## src/rtl/core/dvd_pkg.sv

```systemverilog
`timescale 1ns / 1ps
// ----------------------------------------------------------------------------
// dvd_pkg
// Shared widths, codes, reset values and calendar tables for the date
// validate and difference unit.
// ----------------------------------------------------------------------------
package dvd_pkg;

  localparam int YEAR_W   = 14;
  localparam int MONTH_W  = 4;
  localparam int DAY_W    = 5;
  localparam int DN_W     = 22;
  localparam int DIFF_W   = 23;
  localparam int STATUS_W = 2;
  localparam int ORDER_W  = 2;
  localparam int CFG_IDX_W = 1;
  localparam int CFG_W    = 14;
  localparam int SUM_W    = 24;
  localparam int MOFS_W   = 9;
  localparam int LEN_W    = 5;

  // year / 100 as (year * RECIP_100) >> RECIP_SHIFT, exact for 14-bit years
  localparam int RECIP_W     = 13;
  localparam int PROD_W      = YEAR_W + RECIP_W;
  localparam int RECIP_SHIFT = 19;
  localparam int Q100_W      = PROD_W - RECIP_SHIFT;
  localparam logic [RECIP_W-1:0] RECIP_100 = 13'd5243;

  localparam logic [DN_W-1:0]  DN_MAX  = 22'd4194303;
  localparam logic [SUM_W-1:0] DN_BIAS = 24'd306;

  localparam logic [STATUS_W-1:0] ST_OK        = 2'd0;
  localparam logic [STATUS_W-1:0] ST_YEAR_ERR  = 2'd1;
  localparam logic [STATUS_W-1:0] ST_MONTH_ERR = 2'd2;
  localparam logic [STATUS_W-1:0] ST_DAY_ERR   = 2'd3;

  localparam logic [ORDER_W-1:0] ORD_LESS    = 2'd0;
  localparam logic [ORDER_W-1:0] ORD_EQUAL   = 2'd1;
  localparam logic [ORDER_W-1:0] ORD_GREATER = 2'd2;

  localparam logic [CFG_IDX_W-1:0] CFG_FLOOR_YEAR = 1'd0;
  localparam logic [CFG_IDX_W-1:0] CFG_CUR_YEAR   = 1'd1;

  localparam logic [YEAR_W-1:0] FLOOR_YEAR_RST = 14'd1500;
  localparam logic [YEAR_W-1:0] CUR_YEAR_RST   = 14'd2022;

  localparam logic [MONTH_W-1:0] MONTH_JAN = 4'd1;
  localparam logic [MONTH_W-1:0] MONTH_FEB = 4'd2;
  localparam logic [MONTH_W-1:0] MONTH_MAR = 4'd3;
  localparam logic [MONTH_W-1:0] MONTH_DEC = 4'd12;
  localparam logic [MONTH_W-1:0] MONTH_SHIFT = 4'd12;

  typedef struct packed {
    logic s1;
    logic s2;
    logic s3;
  } stage_en_t;

  // days in a common-year month
  function automatic logic [LEN_W-1:0] month_len(input logic [MONTH_W-1:0] m);
    logic [LEN_W-1:0] len;
    begin
      unique case (m)
        4'd2:                   len = 5'd28;
        4'd4, 4'd6, 4'd9, 4'd11: len = 5'd30;
        default:                len = 5'd31;
      endcase
      return len;
    end
  endfunction

  // (153 * tm - 457) / 5 for the March-based month tm in 3..14
  function automatic logic [MOFS_W-1:0] month_offset(input logic [MONTH_W-1:0] tm);
    logic [MOFS_W-1:0] ofs;
    begin
      unique case (tm)
        4'd4:    ofs = 9'd31;
        4'd5:    ofs = 9'd61;
        4'd6:    ofs = 9'd92;
        4'd7:    ofs = 9'd122;
        4'd8:    ofs = 9'd153;
        4'd9:    ofs = 9'd184;
        4'd10:   ofs = 9'd214;
        4'd11:   ofs = 9'd245;
        4'd12:   ofs = 9'd275;
        4'd13:   ofs = 9'd306;
        4'd14:   ofs = 9'd337;
        default: ofs = 9'd0;
      endcase
      return ofs;
    end
  endfunction

endpackage

```

## src/rtl/core/dvd_if.sv

```systemverilog
`timescale 1ns / 1ps
// ----------------------------------------------------------------------------
// dvd_in_if / dvd_out_if
// Valid/ready channels for date pairs and for comparison results.
// ----------------------------------------------------------------------------
interface dvd_in_if;
  logic                             valid;
  logic                             ready;
  logic [dvd_pkg::YEAR_W-1:0]  year_a;
  logic [dvd_pkg::MONTH_W-1:0] month_a;
  logic [dvd_pkg::DAY_W-1:0]   day_a;
  logic [dvd_pkg::YEAR_W-1:0]  year_b;
  logic [dvd_pkg::MONTH_W-1:0] month_b;
  logic [dvd_pkg::DAY_W-1:0]   day_b;

  modport source (output valid, year_a, month_a, day_a, year_b, month_b, day_b,
                  input ready);
  modport sink (input valid, year_a, month_a, day_a, year_b, month_b, day_b,
                output ready);
endinterface

interface dvd_out_if;
  logic                               valid;
  logic                               ready;
  logic [dvd_pkg::STATUS_W-1:0]  status_a;
  logic [dvd_pkg::STATUS_W-1:0]  status_b;
  logic [dvd_pkg::DN_W-1:0]      day_number_a;
  logic [dvd_pkg::DN_W-1:0]      day_number_b;
  logic signed [dvd_pkg::DIFF_W-1:0] day_difference;
  logic [dvd_pkg::ORDER_W-1:0]   order;

  modport source (output valid, status_a, status_b, day_number_a, day_number_b,
                  day_difference, order, input ready);
  modport sink (input valid, status_a, status_b, day_number_a, day_number_b,
                day_difference, order, output ready);
endinterface

```

## src/rtl/core/date_validate_and_difference_unit.sv

```systemverilog
`timescale 1ns / 1ps
// ----------------------------------------------------------------------------
// date_validate_and_difference_unit
// Validates two Gregorian dates and reports their day numbers and difference.
// ----------------------------------------------------------------------------
// in_chan takes one date pair per transfer; out_chan gives one result per
// pair: both status codes, both Rata Die day numbers (0 for an invalid date),
// the signed difference a - b and the order code.
// cfg_we / cfg_index / cfg_wdata write the lowest accepted year and
// current_year; write them only while no pair is in flight.
// Throughput is one pair per cycle while out_chan.ready stays high, through
// four register stages (range and reciprocal multiply, leap and
// month-length check with the year sum, day-number add and saturation,
// difference and compare).
// Each stage holds its item while the next one is full and stalled and
// advances into any bubble, so a stalled receiver fills at most four stages
// before in_chan.ready drops; nothing is dropped or repeated.
// Synchronous reset clears all valid bits and restores the lowest accepted
// year to 1500 and current_year to 2022.
// ----------------------------------------------------------------------------
module date_validate_and_difference_unit (
  input  logic                              clk,
  input  logic                              rst_n,
  dvd_in_if.sink                            in_chan,
  dvd_out_if.source                         out_chan,
  input  logic                              cfg_we,
  input  logic [dvd_pkg::CFG_IDX_W-1:0]     cfg_index,
  input  logic [dvd_pkg::CFG_W-1:0]         cfg_wdata
);

  logic [dvd_pkg::YEAR_W-1:0] floor_year_r, cur_year_r;
  logic v1_r, v2_r, v3_r, v4_r;
  logic en1, en2, en3, en4;
  dvd_pkg::stage_en_t en;

  logic [dvd_pkg::STATUS_W-1:0] st_a, st_b;
  logic [dvd_pkg::DN_W-1:0]     dn_a, dn_b;

  always_ff @(posedge clk) begin
    if (!rst_n) begin
      floor_year_r <= dvd_pkg::FLOOR_YEAR_RST;
      cur_year_r   <= dvd_pkg::CUR_YEAR_RST;
    end else if (cfg_we) begin
      unique case (cfg_index)
        dvd_pkg::CFG_FLOOR_YEAR: floor_year_r <= cfg_wdata;
        dvd_pkg::CFG_CUR_YEAR:   cur_year_r   <= cfg_wdata;
        default: ;
      endcase
    end
  end

  assign en4 = !v4_r || out_chan.ready;
  assign en3 = !v3_r || en4;
  assign en2 = !v2_r || en3;
  assign en1 = !v1_r || en2;

  assign en.s1 = en1;
  assign en.s2 = en2;
  assign en.s3 = en3;

  always_ff @(posedge clk) begin
    if (!rst_n) begin
      v1_r <= 1'b0;
      v2_r <= 1'b0;
      v3_r <= 1'b0;
      v4_r <= 1'b0;
    end else begin
      if (en1) begin
        v1_r <= in_chan.valid;
      end
      if (en2) begin
        v2_r <= v1_r;
      end
      if (en3) begin
        v3_r <= v2_r;
      end
      if (en4) begin
        v4_r <= v3_r;
      end
    end
  end

  assign in_chan.ready  = en1;
  assign out_chan.valid = v4_r;

  dvd_date_pipe u_pipe_a (
    .clk        (clk),
    .en         (en),
    .floor_year (floor_year_r),
    .cur_year   (cur_year_r),
    .year       (in_chan.year_a),
    .month      (in_chan.month_a),
    .day        (in_chan.day_a),
    .status     (st_a),
    .day_number (dn_a)
  );

  dvd_date_pipe u_pipe_b (
    .clk        (clk),
    .en         (en),
    .floor_year (floor_year_r),
    .cur_year   (cur_year_r),
    .year       (in_chan.year_b),
    .month      (in_chan.month_b),
    .day        (in_chan.day_b),
    .status     (st_b),
    .day_number (dn_b)
  );

  dvd_cmp u_cmp (
    .clk            (clk),
    .en             (en4),
    .st_a           (st_a),
    .st_b           (st_b),
    .dn_a           (dn_a),
    .dn_b           (dn_b),
    .status_a       (out_chan.status_a),
    .status_b       (out_chan.status_b),
    .day_number_a   (out_chan.day_number_a),
    .day_number_b   (out_chan.day_number_b),
    .day_difference (out_chan.day_difference),
    .order          (out_chan.order)
  );

endmodule

```

## src/rtl/core/dvd_date_pipe.sv

```systemverilog
`timescale 1ns / 1ps
// ----------------------------------------------------------------------------
// dvd_date_pipe
// Three-stage check and Rata Die day number of one Gregorian date.
// ----------------------------------------------------------------------------
module dvd_date_pipe (
  input  logic                             clk,
  input  dvd_pkg::stage_en_t               en,
  input  logic [dvd_pkg::YEAR_W-1:0]       floor_year,
  input  logic [dvd_pkg::YEAR_W-1:0]       cur_year,
  input  logic [dvd_pkg::YEAR_W-1:0]       year,
  input  logic [dvd_pkg::MONTH_W-1:0]      month,
  input  logic [dvd_pkg::DAY_W-1:0]        day,
  output logic [dvd_pkg::STATUS_W-1:0]     status,
  output logic [dvd_pkg::DN_W-1:0]         day_number
);

  // stage 1
  logic [dvd_pkg::YEAR_W-1:0]  y1_r;
  logic [dvd_pkg::MONTH_W-1:0] m1_r;
  logic [dvd_pkg::DAY_W-1:0]   d1_r;
  logic                        yerr1_r, yerr1_nxt;
  logic                        merr1_r, merr1_nxt;
  logic [dvd_pkg::YEAR_W-1:0]  ty1_r, ty1_nxt;
  logic [dvd_pkg::MONTH_W-1:0] tm1_r, tm1_nxt;
  logic [dvd_pkg::PROD_W-1:0]  prod_y1_r, prod_y1_nxt;
  logic [dvd_pkg::PROD_W-1:0]  prod_t1_r, prod_t1_nxt;
  logic                        early;

  // stage 2
  logic [dvd_pkg::STATUS_W-1:0] st2_r, st2_nxt;
  logic [dvd_pkg::SUM_W-1:0]    sum2_r, sum2_nxt;
  logic [dvd_pkg::MOFS_W-1:0]   mofs2_r, mofs2_nxt;
  logic [dvd_pkg::DAY_W-1:0]    d2_r;
  logic [dvd_pkg::Q100_W-1:0]   q100y, q100t;
  logic [dvd_pkg::YEAR_W-1:0]   r100y;
  logic                         leap;
  logic [dvd_pkg::LEN_W-1:0]    lim;
  logic                         dbad;

  // stage 3
  logic [dvd_pkg::STATUS_W-1:0] st3_r;
  logic [dvd_pkg::DN_W-1:0]     dn3_r, dn3_nxt;
  logic [dvd_pkg::SUM_W-1:0]    v;

  assign yerr1_nxt = (year == '0) || (year < floor_year) ||
                     ({1'b0, year} > ({1'b0, cur_year} + 15'd1));
  assign merr1_nxt = (month < dvd_pkg::MONTH_JAN) || (month > dvd_pkg::MONTH_DEC);
  assign early     = (month < dvd_pkg::MONTH_MAR);
  assign ty1_nxt   = early ? (year - dvd_pkg::YEAR_W'(1)) : year;
  assign tm1_nxt   = early ? (month + dvd_pkg::MONTH_SHIFT) : month;
  assign prod_y1_nxt = dvd_pkg::PROD_W'(year) * dvd_pkg::PROD_W'(dvd_pkg::RECIP_100);
  assign prod_t1_nxt = dvd_pkg::PROD_W'(ty1_nxt) * dvd_pkg::PROD_W'(dvd_pkg::RECIP_100);

  always_ff @(posedge clk) begin
    if (en.s1) begin
      y1_r      <= year;
      m1_r      <= month;
      d1_r      <= day;
      yerr1_r   <= yerr1_nxt;
      merr1_r   <= merr1_nxt;
      ty1_r     <= ty1_nxt;
      tm1_r     <= tm1_nxt;
      prod_y1_r <= prod_y1_nxt;
      prod_t1_r <= prod_t1_nxt;
    end
  end

  assign q100y = prod_y1_r[dvd_pkg::PROD_W-1:dvd_pkg::RECIP_SHIFT];
  assign q100t = prod_t1_r[dvd_pkg::PROD_W-1:dvd_pkg::RECIP_SHIFT];
  assign r100y = y1_r - (dvd_pkg::YEAR_W'(q100y) * dvd_pkg::YEAR_W'(100));
  assign leap  = (y1_r[1:0] == 2'd0) && ((r100y != '0) || (q100y[1:0] == 2'd0));
  assign lim   = dvd_pkg::month_len(m1_r) +
                 dvd_pkg::LEN_W'((m1_r == dvd_pkg::MONTH_FEB) && leap);
  assign dbad  = (d1_r == '0) || (d1_r > lim);

  always_comb begin
    priority if (yerr1_r) begin
      st2_nxt = dvd_pkg::ST_YEAR_ERR;
    end else if (merr1_r) begin
      st2_nxt = dvd_pkg::ST_MONTH_ERR;
    end else if (dbad) begin
      st2_nxt = dvd_pkg::ST_DAY_ERR;
    end else begin
      st2_nxt = dvd_pkg::ST_OK;
    end
  end

  assign sum2_nxt = (dvd_pkg::SUM_W'(ty1_r) * dvd_pkg::SUM_W'(365))
                  + dvd_pkg::SUM_W'(ty1_r >> 2)
                  - dvd_pkg::SUM_W'(q100t)
                  + dvd_pkg::SUM_W'(q100t >> 2);
  assign mofs2_nxt = dvd_pkg::month_offset(tm1_r);

  always_ff @(posedge clk) begin
    if (en.s2) begin
      st2_r   <= st2_nxt;
      sum2_r  <= sum2_nxt;
      mofs2_r <= mofs2_nxt;
      d2_r    <= d1_r;
    end
  end

  assign v = sum2_r + dvd_pkg::SUM_W'(mofs2_r) + dvd_pkg::SUM_W'(d2_r) - dvd_pkg::DN_BIAS;

  always_comb begin
    priority if (st2_r != dvd_pkg::ST_OK) begin
      dn3_nxt = '0;
    end else if (v > dvd_pkg::SUM_W'(dvd_pkg::DN_MAX)) begin
      dn3_nxt = dvd_pkg::DN_MAX;
    end else begin
      dn3_nxt = v[dvd_pkg::DN_W-1:0];
    end
  end

  always_ff @(posedge clk) begin
    if (en.s3) begin
      st3_r <= st2_r;
      dn3_r <= dn3_nxt;
    end
  end

  assign status     = st3_r;
  assign day_number = dn3_r;

endmodule

```

## src/rtl/core/dvd_cmp.sv

```systemverilog
`timescale 1ns / 1ps
// ----------------------------------------------------------------------------
// dvd_cmp
// Output stage: signed day difference and order code of two day numbers.
// ----------------------------------------------------------------------------
module dvd_cmp (
  input  logic                               clk,
  input  logic                               en,
  input  logic [dvd_pkg::STATUS_W-1:0]       st_a,
  input  logic [dvd_pkg::STATUS_W-1:0]       st_b,
  input  logic [dvd_pkg::DN_W-1:0]           dn_a,
  input  logic [dvd_pkg::DN_W-1:0]           dn_b,
  output logic [dvd_pkg::STATUS_W-1:0]       status_a,
  output logic [dvd_pkg::STATUS_W-1:0]       status_b,
  output logic [dvd_pkg::DN_W-1:0]           day_number_a,
  output logic [dvd_pkg::DN_W-1:0]           day_number_b,
  output logic signed [dvd_pkg::DIFF_W-1:0]  day_difference,
  output logic [dvd_pkg::ORDER_W-1:0]        order
);

  logic [dvd_pkg::STATUS_W-1:0]      st_a_r, st_b_r;
  logic [dvd_pkg::DN_W-1:0]          dn_a_r, dn_b_r;
  logic [dvd_pkg::DIFF_W-1:0]        diff_r, diff_nxt;
  logic [dvd_pkg::ORDER_W-1:0]       ord_r, ord_nxt;

  assign diff_nxt = {1'b0, dn_a} - {1'b0, dn_b};

  always_comb begin
    priority if (dn_a < dn_b) begin
      ord_nxt = dvd_pkg::ORD_LESS;
    end else if (dn_a == dn_b) begin
      ord_nxt = dvd_pkg::ORD_EQUAL;
    end else begin
      ord_nxt = dvd_pkg::ORD_GREATER;
    end
  end

  always_ff @(posedge clk) begin
    if (en) begin
      st_a_r <= st_a;
      st_b_r <= st_b;
      dn_a_r <= dn_a;
      dn_b_r <= dn_b;
      diff_r <= diff_nxt;
      ord_r  <= ord_nxt;
    end
  end

  assign status_a       = st_a_r;
  assign status_b       = st_b_r;
  assign day_number_a   = dn_a_r;
  assign day_number_b   = dn_b_r;
  assign day_difference = signed'(diff_r);
  assign order          = ord_r;

endmodule

```

## src/flat_wrapper.sv

```systemverilog
// flat-port wrapper written by rule: the top's interface ports become plain ports
module date_validate_and_difference_unit_flat 
  (clk, rst_n, cfg_we, cfg_index, cfg_wdata, in_chan_valid, in_chan_year_a, in_chan_month_a, in_chan_day_a, in_chan_year_b, in_chan_month_b, in_chan_day_b, in_chan_ready, out_chan_valid, out_chan_status_a, out_chan_status_b, out_chan_day_number_a, out_chan_day_number_b, out_chan_day_difference, out_chan_order, out_chan_ready);
  dvd_in_if in_chan_i ();
  dvd_out_if out_chan_i ();
  input  logic clk;
  input  logic rst_n;
  input  logic cfg_we;
  input  logic [dvd_pkg::CFG_IDX_W-1:0] cfg_index;
  input  logic [dvd_pkg::CFG_W-1:0] cfg_wdata;
  input wire logic [$bits(in_chan_i.valid)-1:0] in_chan_valid;
  input wire logic [$bits(in_chan_i.year_a)-1:0] in_chan_year_a;
  input wire logic [$bits(in_chan_i.month_a)-1:0] in_chan_month_a;
  input wire logic [$bits(in_chan_i.day_a)-1:0] in_chan_day_a;
  input wire logic [$bits(in_chan_i.year_b)-1:0] in_chan_year_b;
  input wire logic [$bits(in_chan_i.month_b)-1:0] in_chan_month_b;
  input wire logic [$bits(in_chan_i.day_b)-1:0] in_chan_day_b;
  output wire logic [$bits(in_chan_i.ready)-1:0] in_chan_ready;
  output wire logic [$bits(out_chan_i.valid)-1:0] out_chan_valid;
  output wire logic [$bits(out_chan_i.status_a)-1:0] out_chan_status_a;
  output wire logic [$bits(out_chan_i.status_b)-1:0] out_chan_status_b;
  output wire logic [$bits(out_chan_i.day_number_a)-1:0] out_chan_day_number_a;
  output wire logic [$bits(out_chan_i.day_number_b)-1:0] out_chan_day_number_b;
  output wire logic [$bits(out_chan_i.day_difference)-1:0] out_chan_day_difference;
  output wire logic [$bits(out_chan_i.order)-1:0] out_chan_order;
  input wire logic [$bits(out_chan_i.ready)-1:0] out_chan_ready;
  assign in_chan_i.valid = in_chan_valid;
  assign in_chan_i.year_a = in_chan_year_a;
  assign in_chan_i.month_a = in_chan_month_a;
  assign in_chan_i.day_a = in_chan_day_a;
  assign in_chan_i.year_b = in_chan_year_b;
  assign in_chan_i.month_b = in_chan_month_b;
  assign in_chan_i.day_b = in_chan_day_b;
  assign in_chan_ready = in_chan_i.ready;
  assign out_chan_valid = out_chan_i.valid;
  assign out_chan_status_a = out_chan_i.status_a;
  assign out_chan_status_b = out_chan_i.status_b;
  assign out_chan_day_number_a = out_chan_i.day_number_a;
  assign out_chan_day_number_b = out_chan_i.day_number_b;
  assign out_chan_day_difference = out_chan_i.day_difference;
  assign out_chan_order = out_chan_i.order;
  assign out_chan_i.ready = out_chan_ready;
  date_validate_and_difference_unit u_core (.clk(clk), .rst_n(rst_n), .in_chan(in_chan_i), .out_chan(out_chan_i), .cfg_we(cfg_we), .cfg_index(cfg_index), .cfg_wdata(cfg_wdata));
endmodule
```

## config.mk

```make
export PLATFORM = sky130hd
export DESIGN_NAME = date_validate_and_difference_unit_flat
export DESIGN_NICKNAME = d
export VERILOG_FILES = /design/src/rtl/core/dvd_pkg.sv /design/src/rtl/core/dvd_if.sv /design/src/rtl/core/date_validate_and_difference_unit.sv /design/src/rtl/core/dvd_date_pipe.sv /design/src/rtl/core/dvd_cmp.sv /design/src/flat_wrapper.sv
export SDC_FILE = /design/constraint.sdc
export NUM_CORES = 2
export LEC_CHECK = 0
export ABC_AREA = 1
export BUFFER_PORTS_ARGS = -buffer_cell sky130_fd_sc_hd__buf_4
export CAP_MARGIN = 30
export CELL_PAD_IN_SITES_DETAIL_PLACEMENT = 0
export CELL_PAD_IN_SITES_GLOBAL_PLACEMENT = 1
export CORE_MARGIN = 3
export CORE_UTILIZATION = 37
export CTS_BUF_LIST = sky130_fd_sc_hd__clkbuf_4
export CTS_CLUSTER_SIZE = 16
export DETAILED_ROUTE_END_ITERATION = 7
export GPL_ROUTABILITY_DRIVEN = 0
export GPL_TIMING_DRIVEN = 0
export MAX_ROUTING_LAYER = met4
export PLACE_DENSITY = 0.66
export SLEW_MARGIN = 10
export SYNTH_ARGS = -nofsm -noshare
export SYNTH_HDL_FRONTEND = slang
export SYNTH_SLANG_ARGS = --single-unit
```

## constraint.sdc

```tcl
create_clock -name clk -period 16.1 [get_ports clk]
set_input_delay 2.415 -clock clk [delete_from_list [all_inputs] [get_ports clk]]
set_output_delay 2.415 -clock clk [all_outputs]
set_load 0.05 [all_outputs]
```

# Yosys cells after proc, flatten, opt, wreduce, memory -nomap -nowiden
# Memory sizes are Yosys's and may differ from the RTL's. A register that Yosys moved wholly into a read port is not among the register bits.
# Cells that the tools add are included.
[op_classes]
n_addsub = 22
n_mul = 8
n_lt_le_gt_ge = 15
eq_ne = 11
n_mux = 13
bitwise = 1
reduce_logical = 38
[ops]
columns = ["operator", "count"]
rows = [
  ["multiplier 14 x 13 -> 27 bit (second input constant)", 4],
  ["adder 23 x 12 -> 24 bit", 2],
  ["adder 24 x 5 -> 24 bit", 2],
  ["adder 24 x 6 -> 24 bit", 2],
  ["adder 24 x 9 -> 24 bit", 2],
  ["greater-than comparator 24 x 22 -> 1 bit (second input constant)", 2],
  ["subtractor 24 x 8 -> 24 bit", 2],
  ["subtractor 24 x 9 -> 24 bit (second input constant)", 2],
  ["multiplier 14 x 9 -> 23 bit (second input constant)", 2],
  ["2-to-1 mux 22 bit", 2],
  ["greater-than comparator 14 x 15 -> 1 bit", 2],
  ["zero test 14 bit", 2],
  ["less-than comparator 14 bit", 2],
  ["2-to-1 mux 14 bit", 2],
  ["nonzero test 14 bit", 2],
  ["subtractor 14 x 1 -> 14 bit (second input constant)", 2],
  ["subtractor 14 bit", 2],
  ["multiplier 8 x 5 -> 12 bit (second input constant)", 2],
  ["subtractor 22 x 22 -> 23 bit", 1],
  ["equality test 22 bit", 1],
  ["less-than comparator 22 bit", 1],
  ["equality test 4 x 3 -> 1 bit (second input constant)", 4],
  ["equality test 4 bit (second input constant)", 4],
  ["adder 14 x 1 -> 15 bit (second input constant)", 1],
  ["19 further kinds", 58],
]
[totals]
reg_bits = 409
romBits = 288
in_bits = 66
out_inout_bits = 75
elab_cells = 150
mem_count = 2
[mem_list]
columns = ["memory", "words", "word_bits", "rd", "rd_ports_with_merged_regs", "write_ports", "line", "text"]
rows = [
  ["(name not given)", 16, 9, 1, 1, 0, "dvd_pkg.sv:76", "unique case (tm)"],
  ["(name not given)", 16, 9, 1, 1, 0, "dvd_pkg.sv:76", ""],
]

# Depth between registers and ports, before layout
[logic_depth]
ltp_word = 11
depth_mapped = 29
ltp_nobuf = 29

# By module
# From an unflattened synthesis, not the netlist that was laid out.
[unflattened]
hier_cells = 5466
area_unflattened_um2 = 46738.6
[modules_own_cells]
columns = ["mod", "n_inst", "cells_each", "area_per_inst_um2"]
rows = [
  ["dvd_date_pipe (u_core.u_pipe_b)", 1, 2456, 20855.0],
  ["dvd_date_pipe (u_core.u_pipe_a)", 1, 2439, 20794.9],
  ["dvd_cmp", 1, 428, 3933.8],
  ["date_validate_and_difference_unit", 1, 143, 1154.9],
]

# Least setup slack after synthesis
# No wires, ideal clock.
[synth_timing]
path_kind = "input-to-output"
start = "in out_chan_ready"
end = "out in_chan_ready"
arrival_ns = 7.964
t_required_ns = 13.685
path_slack_ns = 5.721
stages = 6
path_buffers = 0
cell_sequence = "nor2_1 inv_1 nor2_1 inv_1 nor2_1 nand2_1"
[synth_via]
elab_chain_len = 4
[synth_rtl]
columns = ["item", "line", "text"]
rows = [
  ["from (decl)", "flat_wrapper.sv:26", "input wire logic [$bits(out_chan_i.ready)-1:0] out_chan_ready;"],
  ["logical OR 1 bit", "date_validate_and_difference_unit.sv:52", "assign en4 = !v4_r || out_chan.ready;"],
  ["via u_core.en4", "date_validate_and_difference_unit.sv:33", "logic en1, en2, en3, en4;"],
  ["logical OR 1 bit", "date_validate_and_difference_unit.sv:53", "assign en3 = !v3_r || en4;"],
  ["via u_core.en3", "date_validate_and_difference_unit.sv:33", ""],
  ["logical OR 1 bit", "date_validate_and_difference_unit.sv:54", "assign en2 = !v2_r || en3;"],
  ["logical OR 1 bit", "date_validate_and_difference_unit.sv:55", "assign en1 = !v1_r || en2;"],
  ["to (decl)", "flat_wrapper.sv:18", "output wire logic [$bits(in_chan_i.ready)-1:0] in_chan_ready;"],
]
# The timed path passes the listed nets, and every way through them passes these cells.

# Worst setup path in the final report
[layout_timing]
start = "in in_chan_year_a[2]"
end = "reg u_core.u_pipe_a.prod_t1_r[24] (netlist bit) (data pin)"
[layout_via]
elab_chain_len = 3
[layout_rtl]
columns = ["item", "line", "text"]
rows = [
  ["from (decl)", "flat_wrapper.sv:12", "input wire logic [$bits(in_chan_i.year_a)-1:0] in_chan_year_a;"],
  ["subtractor 14 x 1 -> 14 bit", "dvd_date_pipe.sv:50", "assign ty1_nxt = early ? (year - dvd_pkg::YEAR_W'(1)) : year;"],
  ["2-to-1 mux 14 bit", "dvd_date_pipe.sv:50", ""],
  ["via u_core.u_pipe_a.ty1_nxt (one bit)", "dvd_date_pipe.sv:24", "logic [dvd_pkg::YEAR_W-1:0] ty1_r, ty1_nxt;"],
  ["multiplier 14 x 13 -> 27 bit", "dvd_date_pipe.sv:53", "assign prod_t1_nxt = dvd_pkg::PROD_W'(ty1_nxt) * dvd_pkg::PROD_W'(dvd_pkg::RECIP_100);"],
  ["via u_core.u_pipe_a.prod_t1_nxt (one bit)", "dvd_date_pipe.sv:27", "logic [dvd_pkg::PROD_W-1:0] prod_t1_r, prod_t1_nxt;"],
  ["to (signal assigned)", "dvd_date_pipe.sv:65", "prod_t1_r <= prod_t1_nxt;"],
  ["to (decl)", "dvd_date_pipe.sv:27", ""],
]
# The timed path passes the listed nets, and every way through them passes these cells.
# A chain may end at the register's enable or synchronous reset.

==> results.ini <==
[status]
status = completed

[synth]
yosysTopAreaCell = ha_1
synth_flop_cell = edfxtp_1
yosys_warnings = 0
synth_top_family_by_area = adder cells
synthMuxAreaShare_pct = 0.0491
ys_types = 52
ys_ff_latch = 347
syn_nets = 6586
synthesis.instances = 5229
synth_area_leaders = ha_1 (24%), edfxtp_1 (21%), fa_1 (19%), inv_1 (11%), nand2_1 (7.5%)
synth_simple_gate_area_share_pct = 15.2
synth_compound_area_share_pct = 6.15
syn_area_sq_mm = 0.0458
synth_fa_ha_area_share_pct = 42.3
seq_area_frac_synth_pct = 22.0
synth-xor-area-share_pct = 3.21
netlist.area_leader.share_pct = 23.5
avgSynthCellArea_sq_um = 8.77
async_flop_share_pct = 0
synth_edf_count = 315

[floorplanning]
initial_utilization_pct = 37.5
fp.dieW_um = 358
ios = 141
fp-row-count = 128
core_sq_mm = 0.122
die-area_sq_mm = 0.128
die_h_um = 358

[cts]
cts_buffer_depth = 3
cts_sinks = 347
holdBufCountCts = 0
numCtsBuffers = 100
cts_root_buf = clkbuf_4
ctsResizeCount = 0
clk_latency_ns = 0.89
post_cts_buffers = 0
cts_tree = yes
path_clk_slew_ns = 0.09
h-tree-depth = 3

[cells_and_area]
fillCellCount = 12600
stdcell_count = 7190
area_growth_syn_to_layout_pct = 9.83
finish.net_count = 6838
seqCellArea_sq_mm = 0.0101
drive_gt1_share_pct = 7.45
final_common_cell = inv_1
multi_input_area_sq_mm = 0.0307
final_cell_mix = inv_1 (1294), nand2_1 (916), ha_1 (862), fa_1 (429), edfxtp_1 (315)

[timing]
grt_setup_unrepaired = no
setup_viol = 0
final-hold-violation-count = 0
relSlewSlack_pct = 35.2
min_period_ns = 7.78
worst_pin_slew_ns = 0.968
tns_ns = 0
fin_crit_sh_pct = 48.3
fin_skew_ns = 0.0665
slew_viol_final = 0
fmax_mhz = 129

[global_route]
grt_pass1_vias = 34700
antenna_found_initial = 5
grt_max_degree = 59
grt_usage_pct = 18.7
grt_pass1_wl_mm = 183
grt_overflow = 0

[setup_path]
crit_type = in2reg
cp_max_fo = 8
r2r-end = u_core.u_pipe_b.st2_r[1]
required_ns = 16.74
worstReg2RegStart = u_core.u_pipe_b.prod_y1_r[23]
cp-end-kind = flop
max_stage_delay_ns = 0.75
cp-start-kind = input port
startpoint = in_chan_year_a[2]
slowest_stage = xor2_1
reg2reg_slack_ns = 10.58
crit_top_cell = nand2_1
timing.critical_path.to = u_core.u_pipe_a.prod_t1_r[24]
rr_worst_depth = 27
crit_arrival_ns = 8.42

[detailed_routing]
vias = 33400
drtPass1Iterations = 5
drcViolationCount = 0
wl_per_cell_um = 15.7
initialDrtViolationCount = 1274
viasPerCell = 4.64
ant_nets = 0
drt-total-wl_mm = 113

[placed_design]
port_buffers = 139
hpwlAfterDp_mm = 98.2
placedCellCount = 7002

[flow_run]
cap_viol_max_count = 0

[hold_path]
hp-class = reg2reg

## area by class of cell
| class | instances | share of cell area [%] |
|---|---|---|
| antenna | 5 | 0.0249 |
| buffer | 22 | 0.345 |
| clock buffer | 131 | 1.95 |
| clock inverter | 50 | 0.517 |
| inverter | 1303 | 9.72 |
| multi-input combinational | 3557 | 60.9 |
| sequential | 347 | 20.1 |
| tap | 1625 | 4.04 |
| timing repair buffer | 150 | 2.39 |
## critical path: cells and delay by family
kind            cells  cell delay (ns)
buf+inv             7             0.86
xor+xnor            1             0.75
fa+ha+maj           7             2.60
simple gates       10             0.85
compound gates      3             0.90
## state kept, by name (all words and copies together), names as in the netlist, 22 cells and up
signal	cells
u_core.u_pipe_a.sum2_r	24
u_core.u_pipe_b.day_number	22
u_core.u_cmp.day_number_b	22
u_core.u_pipe_b.sum2_r	24
u_core.u_cmp.day_number_a	22
u_core.u_cmp.day_difference	23
u_core.u_pipe_a.day_number	22
## cell usage after synthesis (all sizes together), types with 9 or more instances
library cell,number
a21oi,237
xor2,115
o21ai,125
a21boi,13
dfxtp,32
nor3,42
a31oi,15
buf,14
ha,862
o211ai,21
nand2,935
a21o,34
inv,1303
nand3b,16
and2,9
edfxtp,315
nand3,234
nand4,56
o21bai,26
nor2,293
fa,429
xnor2,53
## metal layers
| layer | global-route usage, % | part of all wire (%) | wire (um) |
|---|---|---|---|
| met5 | - | 0 | 0 |
| met4 | 5.17 | 2.6 | 2970 |
| met3 | 2.29 | 3.2 | 3610 |
| met2 | 31.2 | 47 | 53700 |
| met1 | 23.9 | 47 | 52900 |
## per-stage QoR
step	hold slack [ns]	instance area, sq um	worst slack [ns]	util (%)
6_report	0.414	50300	8.32	41.1
5_1_grt	0.441	50300	7.94	41.1
4_1_cts	0.420	50300	8.46	41.1
3_5_place_dp	0.405	49100	7.42	40.1
3_3_place_gp	0.401	48900	2.57	40.0
2_1_floorplan	0.400	45800	5.72	-
## how the worst min path moves through the flow
stage                     depth (start not counted)                   endpoint                       from
final                                             0   u_core.u_cmp.status_b[0]  u_core.u_pipe_b.status[0]
after global routing                              0  u_core.u_pipe_b.status[0]   u_core.u_pipe_b.st2_r[0]
after CTS                                         0   u_core.u_cmp.status_a[0]  u_core.u_pipe_a.status[0]
after detailed placement                          0   u_core.u_cmp.status_a[0]  u_core.u_pipe_a.status[0]
after global placement                            0   u_core.u_cmp.status_b[1]  u_core.u_pipe_b.status[1]
after floorplan                                   0   u_core.u_cmp.status_a[0]  u_core.u_pipe_a.status[0]
## logic make-up after synthesis
group,Yosys count
xor+xnor,168
fa+ha+maj,1291
simple gates,1599
mux,2
compound gates,497
buf+inv,1325
flops,347
Power is left out: the tool's default activity adds up to more than one toggle a clock period on the data nets, which glitch-free logic cannot reach.
